### src/hdl/pfk_pkg.sv
// ----------------------------------------------------------------------------
// pfk_pkg
// Shared widths, types, constants and helpers for the arm kinematics pipeline.
// ----------------------------------------------------------------------------
package pfk_pkg;

    // Matrix entries, sines and cosines are Q2.30 in this many bits.
    localparam int MW = 34;
    // Width of a sum of two products, one bit wider than a product.
    localparam int PW = 2 * MW + 1;
    // CORDIC angle accumulator width (signed for rotation, low 32 bits wrap).
    localparam int ZW = 33;

    localparam int ANGLE_BITS_DEF    = 16;
    localparam int CORDIC_STAGES_DEF = 16;

    typedef logic signed [MW-1:0] ent_t;
    typedef logic signed [PW-1:0] wide_t;
    typedef ent_t [3:0] row_t;
    typedef row_t [2:0] mat_t;

    localparam ent_t CORDIC_GAIN = ent_t'(34'sh026DD3B6A);
    localparam ent_t Q_ONE       = ent_t'(34'sh040000000);
    localparam ent_t Q_HALF      = ent_t'(34'sh020000000);

    // Arctangent of 2^-k as a fraction of a turn, 2^32 per turn.
    localparam logic [31:0] ATAN_TURNS [32] = '{
        32'h20000000, 32'h12E4051E, 32'h09FB385B, 32'h051111D4,
        32'h028B0D43, 32'h0145D7E1, 32'h00A2F61E, 32'h00517C55,
        32'h0028BE53, 32'h00145F2F, 32'h000A2F98, 32'h000517CC,
        32'h00028BE6, 32'h000145F3, 32'h0000A2FA, 32'h0000517D,
        32'h000028BE, 32'h0000145F, 32'h00000A30, 32'h00000518,
        32'h0000028C, 32'h00000146, 32'h000000A3, 32'h00000051,
        32'h00000029, 32'h00000014, 32'h0000000A, 32'h00000005,
        32'h00000003, 32'h00000001, 32'h00000001, 32'h00000000
    };

    // Round a Q4.60 sum half up to Q2.30.
    function automatic ent_t rnd30(input wide_t v);
        wide_t s;
        s = (v + wide_t'(Q_HALF)) >>> 30;
        return s[MW-1:0];
    endfunction

    // Round a Q2.30 position half up to Q2.14 and saturate.
    function automatic logic [15:0] pos_round(input ent_t v);
        logic signed [MW:0] s;
        s = ($signed({v[MW-1], v}) + (MW+1)'(32768)) >>> 16;
        if (s > (MW+1)'(32767))
            return 16'h7FFF;
        else if (s < -(MW+1)'(32768))
            return 16'h8000;
        else
            return s[15:0];
    endfunction

endpackage

### src/hdl/pfk_cordic_cell.sv
// ----------------------------------------------------------------------------
// pfk_cordic_cell
// One CORDIC micro-rotation, in rotation or vectoring mode, with a side word.
// ----------------------------------------------------------------------------
module pfk_cordic_cell #(
    parameter int K      = 0,
    parameter bit VECTOR = 1'b0,
    parameter int SW     = 1
) (
    input  logic                         clk,
    input  logic                         en,
    input  logic signed [pfk_pkg::MW-1:0] x_d,
    input  logic signed [pfk_pkg::MW-1:0] y_d,
    input  logic signed [pfk_pkg::ZW-1:0] z_d,
    input  logic        [SW-1:0]          side_d,
    output logic signed [pfk_pkg::MW-1:0] x,
    output logic signed [pfk_pkg::MW-1:0] y,
    output logic signed [pfk_pkg::ZW-1:0] z,
    output logic        [SW-1:0]          side
);

    localparam logic signed [pfk_pkg::ZW-1:0] AT = {1'b0, pfk_pkg::ATAN_TURNS[K]};

    logic                          sub;
    logic signed [pfk_pkg::MW-1:0] xs;
    logic signed [pfk_pkg::MW-1:0] ys;
    logic signed [pfk_pkg::MW-1:0] x_next;
    logic signed [pfk_pkg::MW-1:0] y_next;
    logic signed [pfk_pkg::ZW-1:0] z_next;
    logic signed [pfk_pkg::MW-1:0] x_reg;
    logic signed [pfk_pkg::MW-1:0] y_reg;
    logic signed [pfk_pkg::ZW-1:0] z_reg;
    logic        [SW-1:0]          side_reg;

    // Rotation steers on the residual angle, vectoring on the sign of y.
    always_comb
    begin
        sub    = VECTOR ? y_d[pfk_pkg::MW-1] : !z_d[pfk_pkg::ZW-1];
        xs     = x_d >>> K;
        ys     = y_d >>> K;
        x_next = sub ? x_d - ys : x_d + ys;
        y_next = sub ? y_d + xs : y_d - xs;
        z_next = sub ? z_d - AT : z_d + AT;
    end

    always_ff @(posedge clk)
    begin
        if (en)
        begin
            x_reg    <= x_next;
            y_reg    <= y_next;
            z_reg    <= z_next;
            side_reg <= side_d;
        end
    end

    assign x    = x_reg;
    assign y    = y_reg;
    assign z    = z_reg;
    assign side = side_reg;

endmodule

### src/hdl/pfk_atan2.sv
// ----------------------------------------------------------------------------
// pfk_atan2
// Pipelined CORDIC vectoring: angle of (x, y) as a 32-bit turn word.
// ----------------------------------------------------------------------------
module pfk_atan2 #(
    parameter int CORDIC_STAGES = pfk_pkg::CORDIC_STAGES_DEF
) (
    input  logic                   clk,
    input  logic [CORDIC_STAGES:0] en,
    input  pfk_pkg::ent_t          y,
    input  pfk_pkg::ent_t          x,
    output logic [31:0]            z
);

    logic signed [pfk_pkg::MW-1:0] x_reg;
    logic signed [pfk_pkg::MW-1:0] y_reg;
    logic signed [pfk_pkg::ZW-1:0] z_reg;
    logic                          zero_reg;

    logic signed [pfk_pkg::MW-1:0] xs [CORDIC_STAGES+1];
    logic signed [pfk_pkg::MW-1:0] ys [CORDIC_STAGES+1];
    logic signed [pfk_pkg::ZW-1:0] zs [CORDIC_STAGES+1];
    logic                          zf [CORDIC_STAGES+1];

    // A vector in the left half plane is turned by half a turn first.
    always_ff @(posedge clk)
    begin
        if (en[0])
        begin
            zero_reg <= (x == '0) && (y == '0);
            if (x[pfk_pkg::MW-1])
            begin
                x_reg <= -x;
                y_reg <= -y;
                z_reg <= pfk_pkg::ZW'(33'h0_8000_0000);
            end
            else
            begin
                x_reg <= x;
                y_reg <= y;
                z_reg <= '0;
            end
        end
    end

    assign xs[0] = x_reg;
    assign ys[0] = y_reg;
    assign zs[0] = z_reg;
    assign zf[0] = zero_reg;

    for (genvar i = 0; i < CORDIC_STAGES; i++)
    begin : g_cell
        pfk_cordic_cell #(
            .K      (i),
            .VECTOR (1'b1),
            .SW     (1)
        ) u_cell (
            .clk    (clk),
            .en     (en[i+1]),
            .x_d    (xs[i]),
            .y_d    (ys[i]),
            .z_d    (zs[i]),
            .side_d (zf[i]),
            .x      (xs[i+1]),
            .y      (ys[i+1]),
            .z      (zs[i+1]),
            .side   (zf[i+1])
        );
    end

    assign z = zf[CORDIC_STAGES] ? 32'h0 : zs[CORDIC_STAGES][31:0];

endmodule

### config.mk
export PLATFORM = sky130hd
export DESIGN_NAME = pfk_atan2
export DESIGN_NICKNAME = d
export VERILOG_FILES = /design/src/hdl/pfk_pkg.sv /design/src/hdl/pfk_cordic_cell.sv /design/src/hdl/pfk_atan2.sv
export SDC_FILE = /design/constraint.sdc
export NUM_CORES = 2
export LEC_CHECK = 0
export BUFFER_PORTS_ARGS = -buffer_cell sky130_fd_sc_hd__buf_2
export CORE_ASPECT_RATIO = 0.9
export CORE_MARGIN = 4
export CORE_UTILIZATION = 63
export CTS_CLUSTER_DIAMETER = 150
export CTS_CLUSTER_SIZE = 12
export DETAILED_ROUTE_END_ITERATION = 8
export PLACE_DENSITY = 0.85
export SLEW_MARGIN = 20
export SYNTH_ARGS = -nofsm -noshare
export SYNTH_HDL_FRONTEND = slang
export SYNTH_SLANG_ARGS = --single-unit
### constraint.sdc
create_clock -name clk -period 6.3 [get_ports clk]
set_clock_uncertainty 0.15 [all_clocks]
set_input_delay 1.26 -clock clk [delete_from_list [all_inputs] [get_ports clk]]
set_output_delay 1.26 -clock clk [all_outputs]
set_load 0.02 [all_outputs]
==> results_dict.tcl <==
set metrics [dict create \
    cts.sinks 1463 \
    area_growth_pct 5.99 \
    cts_buffers 140 \
    place.gp.congestion 0.994 \
    die_area_um2 206000 \
    drc 0 \
    io_pins 118 \
    synth_area_per_cell_um2 9.48 \
    drive_above_1_share_pct 3.61 \
    ys_seq_area_share_pct 35.1 \
    async_reset_ff_share_pct 0 \
    cts.hold.buffers_added 0 \
    insertion_delay_ns 0.79 \
    hold_viol 0 \
    fmax_mhz 181 \
    status "finished clean" \
    grt_pass1_vias 93613 \
    crit_family "simple AND/OR/NAND/NOR gates" \
    grt_max_degree 74 \
    dp_hpwl_mm 243 \
    maxCapViolCount 0 \
    fin_crit_sh_pct 87.6 \
    antenna_found_initial 3 \
    clkTransAtPathRegs_ns 0.06 \
    syn_area_um2 125000 \
    yosys.area.top_type "edfxtp_1" \
    coreArea_um2 198000 \
    crit_arrival_ns 5.90 \
    start_util_pct 63.3 \
    rsz0062_at_grt "false" \
    crit_path_start_kind "flop" \
    synth.distinct_cells 100 \
    postCtsSetupBuffers 0 \
    die_h_um 431 \
    fin_nets 14891 \
    report.final.slew_viol_count 0 \
    final_cell_mix "edfxtp_1 (1463), ha_1 (1413), a21oi_1 (1405), xnor2_1 (1252), nor2_1 (1230)" \
    drt_iter0_drc 10108 \
    overflow 0 \
    htree_levels 4 \
    final-setup-viol-count 0 \
    synth-edff-count 1463 \
    slew_headroom_pct 32.6 \
    cts-resized-gates 0 \
    numPortBuffers 116 \
    finalSetupTns_ns 0 \
    antenna_left 0 \
    clockBufferDepth 3 \
    crit_chain "nor4_1, nand2b_1, nor3b_1, nand2_1, nor2_1, nor2_1, xor2_1, ha_1, a21o_1, a21o_1, a211oi_1, o21a_1, o211ai_1, nand3_1, o21ai_0, a221o_1, a21oi_1, xnor2_1" \
    synthTopCellsByArea "edfxtp_1 (35%), ha_1 (14%), xnor2_1 (8.7%)" \
    largest_reg_flops 477 \
    worst-r2r-setup-slack_ns 0.78 \
    vias 101035 \
    synthCells 13222 \
    syn-num-nets 14760 \
    path_max_fanout 5 \
    die_w_um 478 \
    period_minus_slack_ns 5.52 \
    drt-total-wl_mm 311 \
    end_kind "flop" \
    via_per_inst 6.30 \
    hold_path_class "reg2reg" \
    crit_type "reg2reg" \
    std_cell_rows 155 \
    cts_root_buf "clkbuf_16" \
    yosys_warnings 0 \
    crit_buf_inv 0 \
    drt_pre_antenna_iters 8 \
    grt_pass1_wl_mm 495 \
    cp.required_ns 6.68 \
    fillCellCount 15358 \
    synth.top_cell.area_share_pct 35.1 \
    cp_slowest_cell "nor3b_1" \
    cts_tree "built" \
    ys_ff_latch 1463 \
    finish.utilization_pct 67.1 \
    final_common_cell "edfxtp_1" \
    ys.flop_type "edfxtp_1" \
    worst_pin_slew_ns 1.01 \
    cp_slowest_stage_delay_ns 0.59 \
    track_usage_pct 29.1 \
    wire_per_inst_um 19.4 \
]
[per-layer routing]
layer  track usage (%)  routed length (µm)
met1              40.9              135000
met2              46.7              140000
met4              9.09               10300
met5                 0                   0
met3              4.39               25900
[worst paths after layout]
check                              startpoint                                end  depth (start not counted)
max          g_cell[9].u_cell.x[14]$_DFFE_PP_  g_cell[10].u_cell.y[32]$_DFFE_PP_                         18
min           g_cell[0].u_cell.side$_DFFE_PP_    g_cell[1].u_cell.side$_DFFE_PP_                          0
max reg2reg  g_cell[9].u_cell.x[14]$_DFFE_PP_  g_cell[10].u_cell.y[32]$_DFFE_PP_                         18
min reg2reg   g_cell[0].u_cell.side$_DFFE_PP_    g_cell[1].u_cell.side$_DFFE_PP_                          0
[Yosys cell counts (46+ instances only)]
cell type  instances
a211o_1           46
a211oi_1         100
a21boi_0          47
a21o_1           621
a21oi_1         1405
a31oi_1          138
and2_1            80
and3_1           131
clkbuf_1         177
edfxtp_1        1463
ha_1            1413
inv_1            600
nand2_1          652
nand2b_1         197
nand3_1          187
nand4_1           96
nor2_1          1230
nor2b_1          251
nor3_1           344
nor4_1            86
o211ai_1          55
o21a_1           264
o21ai_0          625
o21bai_1         156
o31ai_1           73
o41ai_1           50
or3_1             90
xnor2_1         1252
xor2_1           632
[through the flow]
step	std cells	hold WS [ns]	area [µm²]	setup slack, ns
floorplan	13222	0.250	125000	1.33
global placement	15880	0.251	129000	1.04
detailed placement	15880	0.255	129000	1.02
CTS	16033	0.268	133000	0.962
global route	16036	0.271	133000	0.346
finish	16037	0.268	133000	0.780
[cell families (layout without fill, tap and decap cells)]
logic type / Yosys count / after routing / share of synthesized area (%)
compound gates: 3976 / 3976 / 20.2
simple gates: 3558 / 3558 / 13.8
xor+xnor: 1884 / 1884 / 13.2
flops: 1463 / 1463 / 35.1
fa+ha+maj: 1452 / 1452 / 14.7
buf+inv: 819 / 961 / 2.46
mux: 69 / 69 / 0.584
other cells: 1 / 5 / 0.00299
[cell type report]
type	count	area [µm²]	area share (%)
antenna	4	10.0	0.00754
clock buffer	144	3600	2.71
clock inverter	9	101	0.0763
inverter	608	2280	1.72
multi-input combinational	10940	78300	59.0
sequential	1463	43900	33.1
tap	2669	3340	2.51
timing repair buffer	200	1260	0.946
Power is not shown: default switching activity piles up to over one toggle a cycle in this logic, so the estimate is an artifact.
