**config.mk**
```make
export PLATFORM = sky130hd
export DESIGN_NAME = pfk_sincos
export DESIGN_NICKNAME = d
export VERILOG_FILES = /design/src/hdl/pfk_pkg.sv /design/src/hdl/pfk_cordic_cell.sv /design/src/hdl/pfk_sincos.sv
export SDC_FILE = /design/constraint.sdc
export NUM_CORES = 2
export LEC_CHECK = 0
export BUFFER_PORTS_ARGS = -buffer_cell sky130_fd_sc_hd__buf_2
export CORE_ASPECT_RATIO = 1.25
export CORE_UTILIZATION = 64
export DETAILED_ROUTE_END_ITERATION = 7
export GPL_ROUTABILITY_DRIVEN = 0
export PLACE_DENSITY = 0.85
export SLEW_MARGIN = 20
export SYNTH_ARGS = -nofsm -noshare
export SYNTH_HDL_FRONTEND = slang
export SYNTH_SLANG_ARGS = --single-unit
```
**constraint.sdc**
```tcl
create_clock -name clk -period 5.91 [get_ports clk]
set_input_delay 0.2955 -clock clk [delete_from_list [all_inputs] [get_ports clk]]
set_output_delay 0.2955 -clock clk [all_outputs]
set_load 0.05 [all_outputs]
```
**src/hdl/pfk_pkg.sv**
```systemverilog
// ----------------------------------------------------------------------------
// pfk_pkg
// Shared widths, types, constants and helpers for the arm kinematics pipeline.
// ----------------------------------------------------------------------------
package pfk_pkg;

    // Matrix entries, sines and cosines are Q2.30 in this many bits.
    localparam int MW = 34;
    // Width of a sum of two products, one bit wider than a product.
    localparam int PW = 2 * MW + 1;
    // CORDIC angle accumulator width (signed for rotation, low 32 bits wrap).
    localparam int ZW = 33;

    localparam int ANGLE_BITS_DEF    = 16;
    localparam int CORDIC_STAGES_DEF = 16;

    typedef logic signed [MW-1:0] ent_t;
    typedef logic signed [PW-1:0] wide_t;
    typedef ent_t [3:0] row_t;
    typedef row_t [2:0] mat_t;

    localparam ent_t CORDIC_GAIN = ent_t'(34'sh026DD3B6A);
    localparam ent_t Q_ONE       = ent_t'(34'sh040000000);
    localparam ent_t Q_HALF      = ent_t'(34'sh020000000);

    // Arctangent of 2^-k as a fraction of a turn, 2^32 per turn.
    localparam logic [31:0] ATAN_TURNS [32] = '{
        32'h20000000, 32'h12E4051E, 32'h09FB385B, 32'h051111D4,
        32'h028B0D43, 32'h0145D7E1, 32'h00A2F61E, 32'h00517C55,
        32'h0028BE53, 32'h00145F2F, 32'h000A2F98, 32'h000517CC,
        32'h00028BE6, 32'h000145F3, 32'h0000A2FA, 32'h0000517D,
        32'h000028BE, 32'h0000145F, 32'h00000A30, 32'h00000518,
        32'h0000028C, 32'h00000146, 32'h000000A3, 32'h00000051,
        32'h00000029, 32'h00000014, 32'h0000000A, 32'h00000005,
        32'h00000003, 32'h00000001, 32'h00000001, 32'h00000000
    };

    // Round a Q4.60 sum half up to Q2.30.
    function automatic ent_t rnd30(input wide_t v);
        wide_t s;
        s = (v + wide_t'(Q_HALF)) >>> 30;
        return s[MW-1:0];
    endfunction

    // Round a Q2.30 position half up to Q2.14 and saturate.
    function automatic logic [15:0] pos_round(input ent_t v);
        logic signed [MW:0] s;
        s = ($signed({v[MW-1], v}) + (MW+1)'(32768)) >>> 16;
        if (s > (MW+1)'(32767))
            return 16'h7FFF;
        else if (s < -(MW+1)'(32768))
            return 16'h8000;
        else
            return s[15:0];
    endfunction

endpackage

```
**src/hdl/pfk_cordic_cell.sv**
```systemverilog
// ----------------------------------------------------------------------------
// pfk_cordic_cell
// One CORDIC micro-rotation, in rotation or vectoring mode, with a side word.
// ----------------------------------------------------------------------------
module pfk_cordic_cell #(
    parameter int K      = 0,
    parameter bit VECTOR = 1'b0,
    parameter int SW     = 1
) (
    input  logic                         clk,
    input  logic                         en,
    input  logic signed [pfk_pkg::MW-1:0] x_d,
    input  logic signed [pfk_pkg::MW-1:0] y_d,
    input  logic signed [pfk_pkg::ZW-1:0] z_d,
    input  logic        [SW-1:0]          side_d,
    output logic signed [pfk_pkg::MW-1:0] x,
    output logic signed [pfk_pkg::MW-1:0] y,
    output logic signed [pfk_pkg::ZW-1:0] z,
    output logic        [SW-1:0]          side
);

    localparam logic signed [pfk_pkg::ZW-1:0] AT = {1'b0, pfk_pkg::ATAN_TURNS[K]};

    logic                          sub;
    logic signed [pfk_pkg::MW-1:0] xs;
    logic signed [pfk_pkg::MW-1:0] ys;
    logic signed [pfk_pkg::MW-1:0] x_next;
    logic signed [pfk_pkg::MW-1:0] y_next;
    logic signed [pfk_pkg::ZW-1:0] z_next;
    logic signed [pfk_pkg::MW-1:0] x_reg;
    logic signed [pfk_pkg::MW-1:0] y_reg;
    logic signed [pfk_pkg::ZW-1:0] z_reg;
    logic        [SW-1:0]          side_reg;

    // Rotation steers on the residual angle, vectoring on the sign of y.
    always_comb
    begin
        sub    = VECTOR ? y_d[pfk_pkg::MW-1] : !z_d[pfk_pkg::ZW-1];
        xs     = x_d >>> K;
        ys     = y_d >>> K;
        x_next = sub ? x_d - ys : x_d + ys;
        y_next = sub ? y_d + xs : y_d - xs;
        z_next = sub ? z_d - AT : z_d + AT;
    end

    always_ff @(posedge clk)
    begin
        if (en)
        begin
            x_reg    <= x_next;
            y_reg    <= y_next;
            z_reg    <= z_next;
            side_reg <= side_d;
        end
    end

    assign x    = x_reg;
    assign y    = y_reg;
    assign z    = z_reg;
    assign side = side_reg;

endmodule

```
**src/hdl/pfk_sincos.sv**
```systemverilog
// ----------------------------------------------------------------------------
// pfk_sincos
// Pipelined CORDIC sine and cosine of a turn angle, quadrant folded outside.
// ----------------------------------------------------------------------------
module pfk_sincos #(
    parameter int ANGLE_BITS    = pfk_pkg::ANGLE_BITS_DEF,
    parameter int CORDIC_STAGES = pfk_pkg::CORDIC_STAGES_DEF
) (
    input  logic                   clk,
    input  logic [CORDIC_STAGES+1:0] en,
    input  logic [31:0]            ang,
    output pfk_pkg::ent_t          co,
    output pfk_pkg::ent_t          si
);

    localparam logic [31:0] PHASE_MASK = 32'hFFFF_FFFF << (32 - ANGLE_BITS);

    logic [31:0]                   a;
    logic [31:0]                   a_off;
    logic [1:0]                    q_next;
    logic [31:0]                   r;
    logic signed [pfk_pkg::ZW-1:0] z_reg;
    logic [1:0]                    q_reg;
    pfk_pkg::ent_t                 co_reg;
    pfk_pkg::ent_t                 si_reg;

    logic signed [pfk_pkg::MW-1:0] xs [CORDIC_STAGES+1];
    logic signed [pfk_pkg::MW-1:0] ys [CORDIC_STAGES+1];
    logic signed [pfk_pkg::ZW-1:0] zs [CORDIC_STAGES+1];
    logic [1:0]                    qs [CORDIC_STAGES+1];

    always_comb
    begin
        a      = ang & PHASE_MASK;
        a_off  = a + 32'h2000_0000;
        q_next = a_off[31:30];
        r      = a - {q_next, 30'b0};
    end

    always_ff @(posedge clk)
    begin
        if (en[0])
        begin
            z_reg <= {r[31], r};
            q_reg <= q_next;
        end
    end

    assign xs[0] = pfk_pkg::CORDIC_GAIN;
    assign ys[0] = '0;
    assign zs[0] = z_reg;
    assign qs[0] = q_reg;

    for (genvar i = 0; i < CORDIC_STAGES; i++)
    begin : g_cell
        pfk_cordic_cell #(
            .K      (i),
            .VECTOR (1'b0),
            .SW     (2)
        ) u_cell (
            .clk    (clk),
            .en     (en[i+1]),
            .x_d    (xs[i]),
            .y_d    (ys[i]),
            .z_d    (zs[i]),
            .side_d (qs[i]),
            .x      (xs[i+1]),
            .y      (ys[i+1]),
            .z      (zs[i+1]),
            .side   (qs[i+1])
        );
    end

    // The quadrant is put back by exact swaps and negations.
    always_ff @(posedge clk)
    begin
        if (en[CORDIC_STAGES+1])
        begin
            case (qs[CORDIC_STAGES])
                2'd0:
                begin
                    co_reg <= xs[CORDIC_STAGES];
                    si_reg <= ys[CORDIC_STAGES];
                end
                2'd1:
                begin
                    co_reg <= -ys[CORDIC_STAGES];
                    si_reg <= xs[CORDIC_STAGES];
                end
                2'd2:
                begin
                    co_reg <= -xs[CORDIC_STAGES];
                    si_reg <= -ys[CORDIC_STAGES];
                end
                default:
                begin
                    co_reg <= ys[CORDIC_STAGES];
                    si_reg <= -xs[CORDIC_STAGES];
                end
            endcase
        end
    end

    assign co = co_reg;
    assign si = si_reg;

endmodule

```
==> summary.txt <==
Run status
  – Run status: finished, violations left
  – Failing checks: design-rule violations

Global routing
  – GR Overflow Total: 0
  – Initial antenna violation count: 6
  – Vias in the first global route: 104,100
  – Largest net degree at the start of global routing: 99
  – Total Routing Usage GR: 32.53%
  – First-pass GRT wire length: 533,100 um

Worst hold path
  – Worst Hold Class: in2reg
  – Worst hold endpoint: g_cell[13].u_cell.x[29]$_DFFE_PP_
  – Hold wc startpoint: en[14]
  – Cell count of the worst hold path: 1

Logic synthesis
  – Cells after synthesis: 13,330
  – Compound-cell area share of the yosys netlist: 19.54%
  – Largest family of logic cells by synthesized area: compound AO/OA/AOI/OAI gates
  – Post-Synthesis Net Count: 14,790
  – Post-synthesis sequential area ratio: 36.22%
  – Syn_area_per_cell: 9.557 um2
  – Area share of fa/ha/maj cells after synthesis: 14.09%
  – Netlist cell types: 99
  – Simple logic cell fraction of the synthesized area: 14.08%
  – Mapped Area: 127,400 um2
  – Synth Flop Type: edfxtp_1
  – Xor/xnor share of the synthesized area: 12.61%
  – #FFs+latches synth: 1,536
  – Post-synthesis mux area share: 1.092%
  – EDFF count, synth: 1,536
  – Post-synth ARST share: 0%
  – YS warnings: 0

Drt
  – Final ANT Viol Nets: 0
  – DRC viols: 4
  – Routed WL per cell: 20.77 um
  – Vias: 106,700
  – First drt pass iteration count: 8
  – WL final: 336,300 um
  – Vias per cell: 6.590
  – Detailed Route Iter0 Violations: 10,180

Clock network
  – Worst skew pair latency: 0.87 ns
  – CTS HTree Levels: 4
  – Root Driver: clkbuf_16
  – CTS tree: yes
  – Clock buffer depth: 3
  – CTS sink count: 1,536
  – Clk pin slew, worst setup/hold paths: 0.06 ns
  – CTS Buf Count: 159

STA
  – Min Tclk post-route: 5.477 ns
  – Final hold viol count: 0
  – Final setup viols: 0
  – Slew at the pin with the worst max-slew slack: 1.033 ns
  – RSZ-0062 raised after global routing: false
  – Fin Clk Skew: 0.04545 ns
  – Fin. max-slew vios: 0
  – Setup TNS: 0 ns
  – Post-route clock period utilization: 92.66%
  – Rel. slew slack: 30.69%
  – Worst Hold Slack: 0.04431 ns
  – Fmax: 0.1826 GHz

Floorplan
  – Top-Level Pins: 119
  – Total core area: 197,200 um2
  – Die height: 500.7 um
  – Rows: 182
  – Full die area: 200,800 um2
  – Starting Density: 64.58%
  – Die Wd: 401.0 um

Critical path
  – Worst Setup Start Kind: flip-flop
  – Worst EP required: 6.50 ns
  – CP peak stage delay: 0.62 ns
  – R2r setup slk: 0.43 ns
  – WS Path Type: reg2reg
  – Crit path max-delay family: compound AO/OA/AOI/OAI gates
  – Worst Path Buf+Inv: 1
  – Crit path DAT: 6.07 ns
  – Crit. End Element: flip-flop
  – CP Cell Sequence: inv_1, ha_1, nand2b_1, nor3_1, nand2_1, nor2_1, a21oi_1, xnor2_1, ha_1, and3_1, and4_1, nand3_1, o211ai_1, a2111oi_0, o21ai_0, a31o_2, a21oi_1, xnor2_1
  – Crit-path max FO: 6
  – R2R cell count: 18
  – FF-to-FF Start: g_cell[9].u_cell.y[10]$_DFFE_PP_
  – Slowest-stage cell, CP: a2111oi_0
  – Worst R2R End: g_cell[10].u_cell.x[30]$_DFFE_PP_

Finish
  – Final core occ: 69.25%
  – Layout cell share with drive strength beyond 1: 4.422%
  – Layout Nets: 14,950
  – Max reg flops: 511
  – Area Growth Syn to Fin: 7.235%

Run
  – Max cap viols: 0

Placed design
  – Post-DP HPWL: 258,600 um
  – I/O Buffers: 102
-- cells in the final DEF, fill, tap and decap left out, types with 90 or more instances in the layout --
cell type / Yosys / layout
and3_1: 139 / 139
xor2_1: 617 / 617
nand2_1: 651 / 651
a31oi_1: 148 / 148
and2_1: 90 / 90
edfxtp_1: 1536 / 1536
buf_2: 2 / 90
a21o_1: 586 / 586
o21ai_0: 619 / 619
buf_4: 0 / 96
a21oi_1: 1443 / 1443
inv_1: 593 / 593
nor3_1: 388 / 388
nor4_1: 96 / 96
nor2b_1: 190 / 190
ha_1: 1367 / 1367
clkbuf_16: 0 / 161
o21bai_1: 128 / 128
xnor2_1: 1214 / 1214
nand4_1: 117 / 117
or3_1: 92 / 92
a211oi_1: 128 / 127
nor2_1: 1275 / 1275
nand3_1: 215 / 215
nand2b_1: 173 / 173
o21a_1: 236 / 236
-- area by class of cell --
cell class                 count  area [um2]
fill                       13920       60640
timing repair buffer         215        1461
clock buffer                 191        4141
multi-input combinational  10990       78220
antenna                        1       2.502
inverter                     594        2230
sequential                  1536       46120
tap                         2576        3223
clock inverter                93        1161
-- cells in the mapped netlist, types with 117 or more instances --
| library cell | number | area (um2) |
|---|---|---|
| a211oi_1 | 128 | 960.9 |
| a21o_1 | 586 | 4399 |
| a21oi_1 | 1443 | 7222 |
| a31oi_1 | 148 | 925.9 |
| and3_1 | 139 | 869.6 |
| clkbuf_1 | 180 | 675.7 |
| edfxtp_1 | 1536 | 46120 |
| ha_1 | 1367 | 17100 |
| inv_1 | 593 | 2226 |
| nand2_1 | 651 | 2444 |
| nand2b_1 | 173 | 1082 |
| nand3_1 | 215 | 1076 |
| nand4_1 | 117 | 732.0 |
| nor2_1 | 1275 | 4786 |
| nor2b_1 | 190 | 1189 |
| nor3_1 | 388 | 1942 |
| o21a_1 | 236 | 1772 |
| o21ai_0 | 619 | 3098 |
| o21bai_1 | 128 | 960.9 |
| xnor2_1 | 1214 | 10630 |
| xor2_1 | 617 | 5404 |
-- worst max path at each step --
stage	cells past startpoint	start	to
floorplan	16	g_cell[11].u_cell.z[32]$_DFFE_PP_	g_cell[12].u_cell.x[32]$_DFFE_PP_
global placement	12	g_cell[11].u_cell.z[32]$_DFFE_PP_	g_cell[12].u_cell.x[32]$_DFFE_PP_
detailed placement	15	g_cell[2].u_cell.y[4]$_DFFE_PP_	g_cell[3].u_cell.x[33]$_DFFE_PP_
CTS	12	g_cell[11].u_cell.z[32]$_DFFE_PP_	g_cell[12].u_cell.x[32]$_DFFE_PP_
global route	15	g_cell[9].u_cell.y[10]$_DFFE_PP_	g_cell[10].u_cell.x[30]$_DFFE_PP_
finish	18	g_cell[9].u_cell.y[10]$_DFFE_PP_	g_cell[10].u_cell.x[30]$_DFFE_PP_
-- routing by layer --
| layer | global-route usage [%] | vias up | share of wire, % |
|---|---|---|---|
| met5 | 0 | - | 0.0095 |
| met1 | 36.06 | 50390 | 36 |
| met4 | 22.15 | 4 | 7.5 |
| met2 | 57.58 | 4979 | 49 |
| li1 | - | 49880 | - |
| met3 | 4.791 | 1453 | 7.0 |
-- per-stage QoR --
step / worst slack [ns] / std cells / area, um2
after detailed placement: 0.7646 / 15880 / 131000
after CTS: 0.6829 / 16190 / 136600
after global placement: 0.7821 / 15880 / 131000
after floorplan: 1.309 / 13330 / 127400
after global routing: 0.09000 / 16190 / 136600
final: 0.4335 / 16190 / 136600
-- cells by family (layout without fill, tap and decap cells) --
kind of cell / after synthesis / in the layout
other: 1 / 2
xor gates and xnor gates: 1832 / 1832
buffers and inverters: 803 / 1093
adders and majority gates: 1409 / 1409
and+or+nand+nor: 3679 / 3679
DFF: 1536 / 1536
AOI/OAI and AO/OA: 3936 / 3936
muxes: 129 / 129
-- what timing repair did --
item,4_1_cts,5_1_grt
hold buffers,29,0
gates resized for setup,0,0
setup buffers,0,0
endpoints found under the hold margin,408,0
Power is left out: the tool's default activity adds up to more than one toggle a clock period on the data nets, which glitch-free logic cannot reach.
